`src/sv/tdpt_pkg.sv`:
```
// ----------------------------------------------------------------------------
// tdpt_pkg
// Shared widths and status type for the trial division prime test unit.
// ----------------------------------------------------------------------------
package tdpt_pkg;

	localparam int VAL_W  = 32;
	localparam int DIV_W  = VAL_W / 2 + 1;
	localparam int SQ_W   = 2 * DIV_W;
	localparam int CNT_W  = $clog2(VAL_W);
	localparam int OUT_W  = 8;

	localparam logic [DIV_W-1:0] FIRST_DIV = DIV_W'(3);
	localparam logic [SQ_W-1:0]  FIRST_SQ  = SQ_W'(9);
	localparam logic [VAL_W-1:0] SMALL_PRIME = VAL_W'(2);

	typedef struct packed {
		logic done;
		logic zero;
	} rem_stat_t;

endpackage

```
`src/sv/tdpt_serial_rem.sv`:
```
// ----------------------------------------------------------------------------
// tdpt_serial_rem
// Bit-serial restoring remainder: one dividend bit per cycle, MSB first.
// ----------------------------------------------------------------------------
module tdpt_serial_rem (
	input  logic                          clk,
	input  logic                          arst_n,
	input  logic                          start,
	input  logic [tdpt_pkg::VAL_W-1:0]    dividend,
	input  logic [tdpt_pkg::DIV_W-1:0]    divisor,
	output logic                          busy,
	output tdpt_pkg::rem_stat_t           stat
);

	localparam logic [tdpt_pkg::CNT_W-1:0] LAST = tdpt_pkg::CNT_W'(tdpt_pkg::VAL_W - 1);

	logic [tdpt_pkg::VAL_W-1:0] shift_q;
	logic [tdpt_pkg::DIV_W-1:0] rem_q;
	logic [tdpt_pkg::CNT_W-1:0] cnt_q;
	logic                       busy_q;
	logic [tdpt_pkg::DIV_W:0]   trial;
	logic [tdpt_pkg::DIV_W:0]   div_ext;
	logic [tdpt_pkg::DIV_W-1:0] rem_nxt;

	assign trial   = {rem_q, shift_q[tdpt_pkg::VAL_W-1]};
	assign div_ext = {1'b0, divisor};
	assign rem_nxt = (trial >= div_ext) ? tdpt_pkg::DIV_W'(trial - div_ext)
	                                    : tdpt_pkg::DIV_W'(trial);

	always_ff @(posedge clk or negedge arst_n) begin
		if (!arst_n) begin
			busy_q <= 1'b0;
			cnt_q  <= '0;
		end else if (start) begin
			busy_q <= 1'b1;
			cnt_q  <= '0;
		end else if (busy_q) begin
			cnt_q <= cnt_q + tdpt_pkg::CNT_W'(1);
			if (cnt_q == LAST) begin
				busy_q <= 1'b0;
			end
		end
	end

	always_ff @(posedge clk) begin
		if (start) begin
			shift_q <= dividend;
			rem_q   <= '0;
		end else if (busy_q) begin
			shift_q <= {shift_q[tdpt_pkg::VAL_W-2:0], shift_q[tdpt_pkg::VAL_W-1]};
			rem_q   <= rem_nxt;
		end
	end

	assign busy      = busy_q;
	assign stat.done = busy_q && (cnt_q == LAST);
	assign stat.zero = (rem_nxt == '0);

endmodule

```
`src/sv/tdpt_divisor_gen.sv`:
```
// ----------------------------------------------------------------------------
// tdpt_divisor_gen
// Odd trial divisor and its running square, stepped by addition only.
// ----------------------------------------------------------------------------
module tdpt_divisor_gen (
	input  logic                          clk,
	input  logic                          arst_n,
	input  logic                          init,
	input  logic                          step,
	input  logic [tdpt_pkg::VAL_W-1:0]    value,
	output logic [tdpt_pkg::DIV_W-1:0]    divisor,
	output logic                          in_range
);

	logic [tdpt_pkg::DIV_W-1:0] div_q;
	logic [tdpt_pkg::SQ_W-1:0]  sq_q;

	// (d+2)^2 = d^2 + 4d + 4
	always_ff @(posedge clk or negedge arst_n) begin
		if (!arst_n) begin
			div_q <= tdpt_pkg::FIRST_DIV;
			sq_q  <= tdpt_pkg::FIRST_SQ;
		end else if (init) begin
			div_q <= tdpt_pkg::FIRST_DIV;
			sq_q  <= tdpt_pkg::FIRST_SQ;
		end else if (step) begin
			div_q <= div_q + tdpt_pkg::DIV_W'(2);
			sq_q  <= sq_q + tdpt_pkg::SQ_W'({div_q, 2'b00}) + tdpt_pkg::SQ_W'(4);
		end
	end

	assign divisor  = div_q;
	assign in_range = (sq_q <= tdpt_pkg::SQ_W'(value));

endmodule

```
`src/sv/trial_division_prime_test_unit.sv`:
```
// ----------------------------------------------------------------------------
// trial_division_prime_test_unit
// Primality test of a 32-bit unsigned word by odd trial division.
// ----------------------------------------------------------------------------
// Input stream s_*: one 32-bit word per test, taken when s_tvalid and
// s_tready are high together. s_tready is high only while no test runs.
// Output stream m_*: one word per test, is_prime in bit 0 of m_tdata.
// For values 0, 1, 2 and even values no trial division runs; m_tvalid rises
// and s_tready returns together when the result enters the output register.
// Odd values step through divisors 3, 5, 7, ... while the divisor squared is
// no more than the value; each divisor costs one range check plus a pass of
// the bit-serial remainder unit, one dividend bit a cycle (the divisor steps
// on the last bit). Worst case, a prime near 2^32, is about 32768 divisors.
// The square is tracked by addition, so no multiplier is used.
// The output register frees the input side: a new word is taken while the
// previous result waits for m_tready. A finished result that finds the
// output still occupied waits in the unit until the receiver takes the old
// one. Reset (arst_n low) drops any test in flight and clears m_tvalid.
// ----------------------------------------------------------------------------
module trial_division_prime_test_unit (
	input  logic                          clk,
	input  logic                          arst_n,
	input  logic                          s_tvalid,
	output logic                          s_tready,
	input  logic [tdpt_pkg::VAL_W-1:0]    s_tdata,   // [31:0] value
	output logic                          m_tvalid,
	input  logic                          m_tready,
	output logic [tdpt_pkg::OUT_W-1:0]    m_tdata    // [0] is_prime, [7:1] zero
);

	localparam logic [1:0] ST_IDLE   = 2'd0;
	localparam logic [1:0] ST_CHECK  = 2'd1;
	localparam logic [1:0] ST_DIV    = 2'd2;
	localparam logic [1:0] ST_RESULT = 2'd3;

	logic [1:0]                 state_q;
	logic [tdpt_pkg::VAL_W-1:0] held_q;
	logic                       prime_q;
	logic                       m_tvalid_q;
	logic                       m_prime_q;
	logic                       accept;
	logic                       in_range;
	logic                       rem_start;
	logic                       rem_busy;
	logic                       div_step;
	logic [tdpt_pkg::DIV_W-1:0] divisor;
	tdpt_pkg::rem_stat_t        rem_stat;
	logic                       out_free;

	assign s_tready  = (state_q == ST_IDLE);
	assign accept    = s_tvalid && s_tready;
	assign out_free  = !m_tvalid_q || m_tready;
	assign rem_start = (state_q == ST_CHECK) && in_range;
	assign div_step  = (state_q == ST_DIV) && rem_stat.done && !rem_stat.zero;

	tdpt_divisor_gen u_divisor_gen (
		.clk      (clk),
		.arst_n   (arst_n),
		.init     (accept),
		.step     (div_step),
		.value    (held_q),
		.divisor  (divisor),
		.in_range (in_range)
	);

	tdpt_serial_rem u_serial_rem (
		.clk      (clk),
		.arst_n   (arst_n),
		.start    (rem_start),
		.dividend (held_q),
		.divisor  (divisor),
		.busy     (rem_busy),
		.stat     (rem_stat)
	);

	always_ff @(posedge clk or negedge arst_n) begin
		if (!arst_n) begin
			state_q <= ST_IDLE;
			held_q  <= '0;
			prime_q <= 1'b0;
		end else begin
			unique case (state_q)
				ST_IDLE: begin
					if (accept) begin
						held_q <= s_tdata;
						if (s_tdata == tdpt_pkg::SMALL_PRIME) begin
							prime_q <= 1'b1;
							state_q <= ST_RESULT;
						end else if (!s_tdata[0] || s_tdata == tdpt_pkg::VAL_W'(1)) begin
							prime_q <= 1'b0;
							state_q <= ST_RESULT;
						end else begin
							state_q <= ST_CHECK;
						end
					end
				end
				ST_CHECK: begin
					if (!in_range) begin
						prime_q <= 1'b1;
						state_q <= ST_RESULT;
					end else begin
						state_q <= ST_DIV;
					end
				end
				ST_DIV: begin
					if (rem_stat.done) begin
						if (rem_stat.zero) begin
							prime_q <= 1'b0;
							state_q <= ST_RESULT;
						end else begin
							state_q <= ST_CHECK;
						end
					end
				end
				ST_RESULT: begin
					if (out_free) begin
						state_q <= ST_IDLE;
					end
				end
				default: begin
					state_q <= ST_IDLE;
				end
			endcase
		end
	end

	always_ff @(posedge clk or negedge arst_n) begin
		if (!arst_n) begin
			m_tvalid_q <= 1'b0;
		end else if (state_q == ST_RESULT && out_free) begin
			m_tvalid_q <= 1'b1;
		end else if (m_tready) begin
			m_tvalid_q <= 1'b0;
		end
	end

	always_ff @(posedge clk) begin
		if (state_q == ST_RESULT && out_free) begin
			m_prime_q <= prime_q;
		end
	end

	assign m_tvalid = m_tvalid_q;
	assign m_tdata  = {{(tdpt_pkg::OUT_W-1){1'b0}}, m_prime_q};

	a_start_in_check: assert property (@(posedge clk) disable iff (!arst_n)
		rem_start |-> (state_q == ST_CHECK && !rem_busy))
		else $error("remainder started outside range check");

	a_div_busy: assert property (@(posedge clk) disable iff (!arst_n)
		(state_q == ST_DIV) |-> rem_busy)
		else $error("waiting on idle remainder unit");

	a_prime_odd: assert property (@(posedge clk) disable iff (!arst_n)
		(state_q == ST_RESULT && prime_q) |->
		(held_q == tdpt_pkg::SMALL_PRIME || (held_q[0] && held_q != tdpt_pkg::VAL_W'(1))))
		else $error("even or unit value reported prime");

	a_result_loads: assert property (@(posedge clk) disable iff (!arst_n)
		(state_q == ST_RESULT && out_free) |=> (m_tvalid && state_q == ST_IDLE))
		else $error("result not moved to output register");

endmodule
```
`config.mk`:
```
export PLATFORM = sky130hd
export DESIGN_NAME = trial_division_prime_test_unit
export DESIGN_NICKNAME = d
export VERILOG_FILES = /design/src/sv/tdpt_pkg.sv /design/src/sv/tdpt_serial_rem.sv /design/src/sv/tdpt_divisor_gen.sv /design/src/sv/trial_division_prime_test_unit.sv
export SDC_FILE = /design/constraint.sdc
export NUM_CORES = 1
export LEC_CHECK = 0
export ABC_CLOCK_PERIOD_IN_PS = 3900
export BUFFER_PORTS_ARGS = -buffer_cell sky130_fd_sc_hd__clkbuf_2
export CAP_MARGIN = 20
export CORE_UTILIZATION = 49
export DETAILED_ROUTE_END_ITERATION = 7
export GPL_ROUTABILITY_DRIVEN = 0
export GPL_TIMING_DRIVEN = 0
export HOLD_SLACK_MARGIN = 0.02
export PLACE_DENSITY = 0.79
export SLEW_MARGIN = 10
export SYNTH_ARGS = -nofsm -noshare
export SYNTH_HDL_FRONTEND = slang
export SYNTH_SLANG_ARGS = --single-unit
```
`constraint.sdc`:
```
create_clock -name clk -period 3.9 [get_ports clk]
set_input_delay 0.39 -clock clk [delete_from_list [all_inputs] [get_ports clk]]
set_output_delay 0.39 -clock clk [all_outputs]
set_load 0.005 [all_outputs]
```
==> metrics.yaml, run 1 <==
cts_tree: "done"
required_ps: 4250
core_area_mm2: 0.01815
synthTopCellsByCount: "nand2_1 (123), o21ai_0 (97), ha_1 (89)"
crit_buf_inv: 3
tns_ps: -23.94
ir_drop_mv: 0.3248
startpoint_type: "flop"
synth_top_cell_by_area: "dfrtp_1"
viasPerCell: 6.020
slew_viol_final: 0
arrival_ps: 4280
ys_ff_latch: 141
synthTopCellsByArea: "dfrtp_1 (24%), ha_1 (12%), edfxtp_1 (11%)"
syn-cell-area_mm2: 0.009150
finalCritPeriodShare_pct: 100.6
final_nets: 1232
path_delay_family: "compound AO/OA/AOI/OAI gates"
avgSynthCellArea_um2: 8.988
clock_path_buffers: 2
area_growth_pct: 15.94
relSlewSlack_pct: 46.45
route.detailed.drc: 7
p_per_area_mw_per_mm2: 688.1
fin_ws_ps: -23.94
path_class: "flop to flop"
grt_start_max_net_pins: 92
worst_hold_slack_ps: -12.48
port_buffers: 38
cts.sinks: 141
final_util_pct: 58.46
hold_path.class: "input pin to asynchronous set/reset pin"
rsz0062_at_grt: "yes"
fin_crit_ps: 3924
max_slew.worst_pin.slew_ps: 803.2
htreeDepth: 4
setup_viol: 1
dpl_worst_slack_ps: -495.7
cp_slowest_cell: "dfstp_2"
instances_no_fill: 1347
yosysSeqAreaShare_pct: 39.48
wl_per_cell_um: 17.97
synth_most_common_cell: "nand2_1"
drt.antenna.violating_nets: 0
antenna_cells: 0
max_cap_violations: 0
fin_skew_ps: 13.53
violations: "design-rule violations, negative hold slack, negative setup slack"
cp_cell_sequence: "ha_4, inv_2, fa_2, a21o_1, a221oi_2, o21a_2, a211oi_4, or3_4, or4_4, a32oi_4, buf_6, a211oi_2, buf_4, a31o_1, a21oi_2"
outcome: "complete, but fails checks"
fmax_mhz: 254.8
p_total_mw: 7.300
dp_hpwl_mm: 16.95
place_area_mm2: 0.009661
io_pins: 46
antenna_found_initial: 0
grt_pass1_wl_mm: 39.20
synth_ff_type: "dfrtp_1"
power_leakage_nw: 4.910
worstSetupEndpointType: "flop"
cp_slowest_stage_delay_ps: 570
die_area_mm2: 0.01922
clk_pin_slew_ps: 60
drive_gt1_share_pct: 14.22
start_util_pct: 50.42
globalRouteTotalUtil_pct: 25.62
synth-edff-count: 33
syn_inst: 1018
synth_top_area_share_pct: 24.07
ys_types: 70
drtIter0Drc: 695
cts_made_buffers: 17
drt_wl_total_mm: 24.20
drt_pass1_iterations: 8
async_flop_share_pct: 64.54
stdcell_area_mm2: 0.01061
cp_max_fo: 5
dp_cells: 1291
yosys_warnings: 0
dieWidth_um: 138.7
rows: 49
grt_pass1_vias: 7831
grt.overflow.total: 0
die_h_um: 138.7
detailroute.via_count: 8109
fillers: 1496
ctsHoldBuffers: 0
hold_violations: 13
clock_latency_ps: 440
root_buffer: "clkbuf_16"
==> layout make-up <==
| class | instances | area (µm²) | share of cell area (%) |
|---|---|---|---|
| Multi-Input combinational cell | 761 | 5174 | 48.77 |
| Tap cell | 229 | 286.5 | 2.701 |
| Inverter | 72 | 270.3 | 2.547 |
| Timing Repair Buffer | 65 | 436.7 | 4.116 |
| Buffer | 47 | 250.2 | 2.359 |
| Sequential cell | 141 | 3613 | 34.06 |
| Clock inverter | 15 | 152.6 | 1.439 |
| Clock buffer | 17 | 425.4 | 4.010 |
==> cell usage in the layout, fill, tap and decap left out, drive strengths merged, types with 7 or more instances in the layout <==
cell    synthesis  routed
nor2           79      79
and3           12      12
dfxtp          17      17
buf            21      48
o21ai         103     103
a211oi         22      22
a31oi          10      10
mux2i          25      25
a21o           23      23
clkbuf         29      81
edfxtp         33      33
o211ai          9       9
nand3          22      22
nor2b           8       8
a21oi          51      51
nor3           16      16
xnor2          24      24
xor2            8       8
ha             89      89
nand4          22      22
nor4           16      16
nand2         123     123
dfrtp          88      88
inv            72      81
o21a            8       8
conb            1       7
==> flip-flops by register name (all words and copies together) (netlist names) <==
register,count
u_serial_rem.busy,1
u_divisor_gen.divisor,16
prime_q,1
m_prime_q,1
u_serial_rem.cnt_q,5
m_tvalid,1
held_q,32
u_serial_rem.rem_q,17
state_q,2
u_serial_rem.shift_q,32
u_divisor_gen.sq_q,33
==> kinds of logic (layout without fill, tap and decap cells) <==
family / count (synthesis) / after routing / share of synthesized area [%]
simple gates: 332 / 332 / 17.07
flops: 141 / 141 / 39.48
xor+xnor: 32 / 32 / 3.063
fa+ha+maj: 91 / 91 / 12.61
compound gates: 273 / 273 / 19.32
buf+inv: 122 / 216 / 5.565
mux: 26 / 26 / 2.858
other cells: 1 / 7 / 0.04098
==> where the power goes <==
part | internal [mW] | switching (mW) | leakage (nW)
combinational | 1.34 | 2.05 | 2.93
clock | 0.901 | 0.718 | 0.277
sequential | 2.05 | 0.251 | 1.71
==> per-layer routing <==
metal | wire, µm | global-route usage [%]
met2 | 11760 | 43.49
met5 | 0 | 0
met1 | 10010 | 31.87
met4 | 881 | 10.58
met3 | 1554 | 5.249
==> worst paths after layout <==
kind                                  startpoint                      to  slack (ps)  cells past startpoint
hold / removal                            arst_n                m_tvalid         -10                      1
hold reg to reg                          prime_q               m_prime_q         460                      0
setup / recovery           u_divisor_gen.sq_q[0]  u_divisor_gen.sq_q[28]         -20                     15
max in group asynchronous                 arst_n               held_q[6]        3280                      1
min in group clk                     s_tdata[12]              held_q[12]         180                      3
setup reg to reg           u_divisor_gen.sq_q[0]  u_divisor_gen.sq_q[28]         -20                     15
==> repair_timing <==
item | in CTS | in global routing
gates cloned | 3 | 0
setup endpoints to repair | 82 | 83
setup buffers | 12 | 12
gates resized for setup | 21 | 25
pin swaps | 9 | 9
(Power assumes the default switching activity.)
==> run 2: changes to the inputs <==
--- a/config.mk
+++ b/config.mk
@@ -8,12 +8,14 @@
 export ABC_CLOCK_PERIOD_IN_PS = 3900
 export BUFFER_PORTS_ARGS = -buffer_cell sky130_fd_sc_hd__clkbuf_2
 export CAP_MARGIN = 20
-export CORE_UTILIZATION = 49
+export CELL_PAD_IN_SITES_DETAIL_PLACEMENT = 0
+export CELL_PAD_IN_SITES_GLOBAL_PLACEMENT = 2
+export CORE_UTILIZATION = 35
 export DETAILED_ROUTE_END_ITERATION = 7
 export GPL_ROUTABILITY_DRIVEN = 0
 export GPL_TIMING_DRIVEN = 0
 export HOLD_SLACK_MARGIN = 0.02
-export PLACE_DENSITY = 0.79
+export PLACE_DENSITY = 0.86
 export SLEW_MARGIN = 10
 export SYNTH_ARGS = -nofsm -noshare
 export SYNTH_HDL_FRONTEND = slang
==> run 2 against run 1 <==
Net effect: the run ends with negative setup slack left; utilization is 15 points lower; sequential power is essentially flat; global-route usage decreased by 5.3 points; power up 1.3%; final area up 3.4%; sequential cell count stayed put; first-iteration DRC count shrank 26%; count of clock-buffer cells in the layout unchanged; worst hold slack better by 47 ps; combinational power up 3%; clock skew is essentially flat; maximum frequency is 0.75% lower; critical path type unchanged.
==> metrics.yaml, run 2 (synthesized netlist as in run 1, its figures left out) <==
drive_gt1_share_pct: 16.56
instances_no_fill: 1453
netSwitchingPower_mw: 3.065
final_nets: 1237
detailroute.via_count: 7803
slew_viol_final: 0
worstSetupEndpointType: "flop"
final_util_pct: 43.19
arrival_ps: 4280
drtIter0Drc: 513
rr_worst_depth: 16
cts.sinks: 141
max_slew.worst_pin.slew_ps: 805.0
rsz0062_at_grt: "yes"
route.detailed.drc: 0
setup_viol: 3
mostFrequentLayoutCell: "nand2_1"
die_h_um: 163.7
io_pins: 46
clk_pin_slew_ps: 70
area_growth_pct: 19.90
final_cell_mix: "nand2_1 (120), o21ai_0 (93), ha_1 (87)"
combPwrFrac_pct: 46.9
drt.antenna.violating_nets: 0
internal-power_mw: 4.327
cp_max_fo: 10
wl_per_cell_um: 18.10
cp_slowest_cell: "or4_4"
drt_pass1_iterations: 5
largest_reg_flops: 33
fin_skew_ps: 13.29
htreeDepth: 4
cp_slowest_stage_delay_ps: 510
dieWidth_um: 163.7
stdcell_area_mm2: 0.01097
dpl_worst_slack_ps: -591.1
fillers: 2515
cp_cell_sequence: "inv_2, ha_4, inv_2, fa_2, a21o_1, a221oi_2, o21a_2, a211oi_4, or3_4, or4_4, a32oi_4, buf_4, buf_6, a211oi_4, and3_1, o21a_1"
start_util_pct: 36.02
antenna_cells: 0
finalCritPeriodShare_pct: 101.4
viasPerCell: 5.370
clock_latency_ps: 430
rows: 58
regMostFlops: "u_divisor_gen.sq_q"
largestRegisters: "u_divisor_gen.sq_q x33, held_q x32, u_serial_rem.shift_q x32"
grt_start_max_net_pins: 92
fin_crit_ps: 3954
die_area_mm2: 0.02679
tns_ps: -101.3
clkPwrFrac_pct: 22.1
outcome: "complete, but fails checks"
p_total_mw: 7.393
cts_tree: "done"
power_leakage_nw: 4.967
grt.overflow.total: 0
ctsHoldBuffers: 0
grt_pass1_vias: 7658
root_buffer: "clkbuf_16"
pwr-share-seq_pct: 31.0
p_per_area_mw_per_mm2: 673.9
fin_ws_ps: -53.54
cts_made_buffers: 17
grt_pass1_wl_mm: 41.89
hold_path.class: "input pin to asynchronous set/reset pin"
hold_violations: 0
max_cap_violations: 0
ir_drop_mv: 0.3408
worst_hold_slack_ps: 34.17
startpoint_type: "flop"
drt_wl_total_mm: 26.30
violations: "negative setup slack"
fmax_mhz: 252.9
dp_hpwl_mm: 19.15
relSlewSlack_pct: 46.33
p_sw_share_pct: 41.47
r2r_slack_ps: -50
port_buffers: 38
clock_path_buffers: 2
globalRouteTotalUtil_pct: 20.34
antenna_found_initial: 0
path_class: "flop to flop"
r2r_start: "u_serial_rem.shift_q[31]"
required_ps: 4230
place_area_mm2: 0.009807
timing.rr.end: "u_divisor_gen.divisor[10]"
dp_cells: 1393
core_area_mm2: 0.02540
## run 2: repair_timing
action	in CTS	in global routing
gates cloned	1	3
endpoints found under the setup margin	59	82
pin swaps	12	24
resized for setup	30	50
buffers inserted	17	10
hold endpoints to repair	0	0
## run 2: how the worst max path moves through the flow
stage                             startpoint                         to  cells after the start
floorplan              u_divisor_gen.sq_q[0]                    prime_q                     13
global placement      u_divisor_gen.sq_q[25]   u_serial_rem.shift_q[10]                      8
detailed placement  u_serial_rem.shift_q[31]                    prime_q                     14
CTS                 u_serial_rem.shift_q[31]                    prime_q                     14
global route        u_serial_rem.shift_q[31]                    prime_q                     14
finish              u_serial_rem.shift_q[31]  u_divisor_gen.divisor[10]                     16
## run 2: power by group through the flow
stage	Clock, mW	Sequential, mW	Combinational (mW)
after floorplan	0	2.23	2.39
after global placement	0	2.31	3.14
after detailed placement	0	2.32	3.18
after CTS	1.65	2.29	3.37
after global routing	1.71	2.34	3.92
final	1.63	2.29	3.47
## run 2: per-layer routing
metal  vias to the layer above  share of wire, %  GRT usage, %
li1                       3856                 -             -
met1                      3812                47         26.57
met2                       107                49         35.07
met3                        28               2.3         2.666
met5                         -                 0             0
met4                         0               1.4         5.387
## run 2: area by class of cell
type	count	area [µm²]	area share [%]
Inverter	72	270.3	2.464
Timing Repair Buffer	70	506.7	4.619
Multi-Input combinational cell	761	5321	48.51
Clock buffer	17	425.4	3.878
Buffer	47	270.3	2.464
Clock inverter	15	148.9	1.357
Tap cell	330	412.9	3.764
Sequential cell	141	3615	32.95
## run 2: critical path: cells and delay by family, from the launching register on
kind	cells	cell delay [ps]
buffers and inverters	4	450
adders and majority gates	2	470
AOI/OAI and AO/OA	7	1440
and+or+nand+nor	3	1020
DFF	1	460
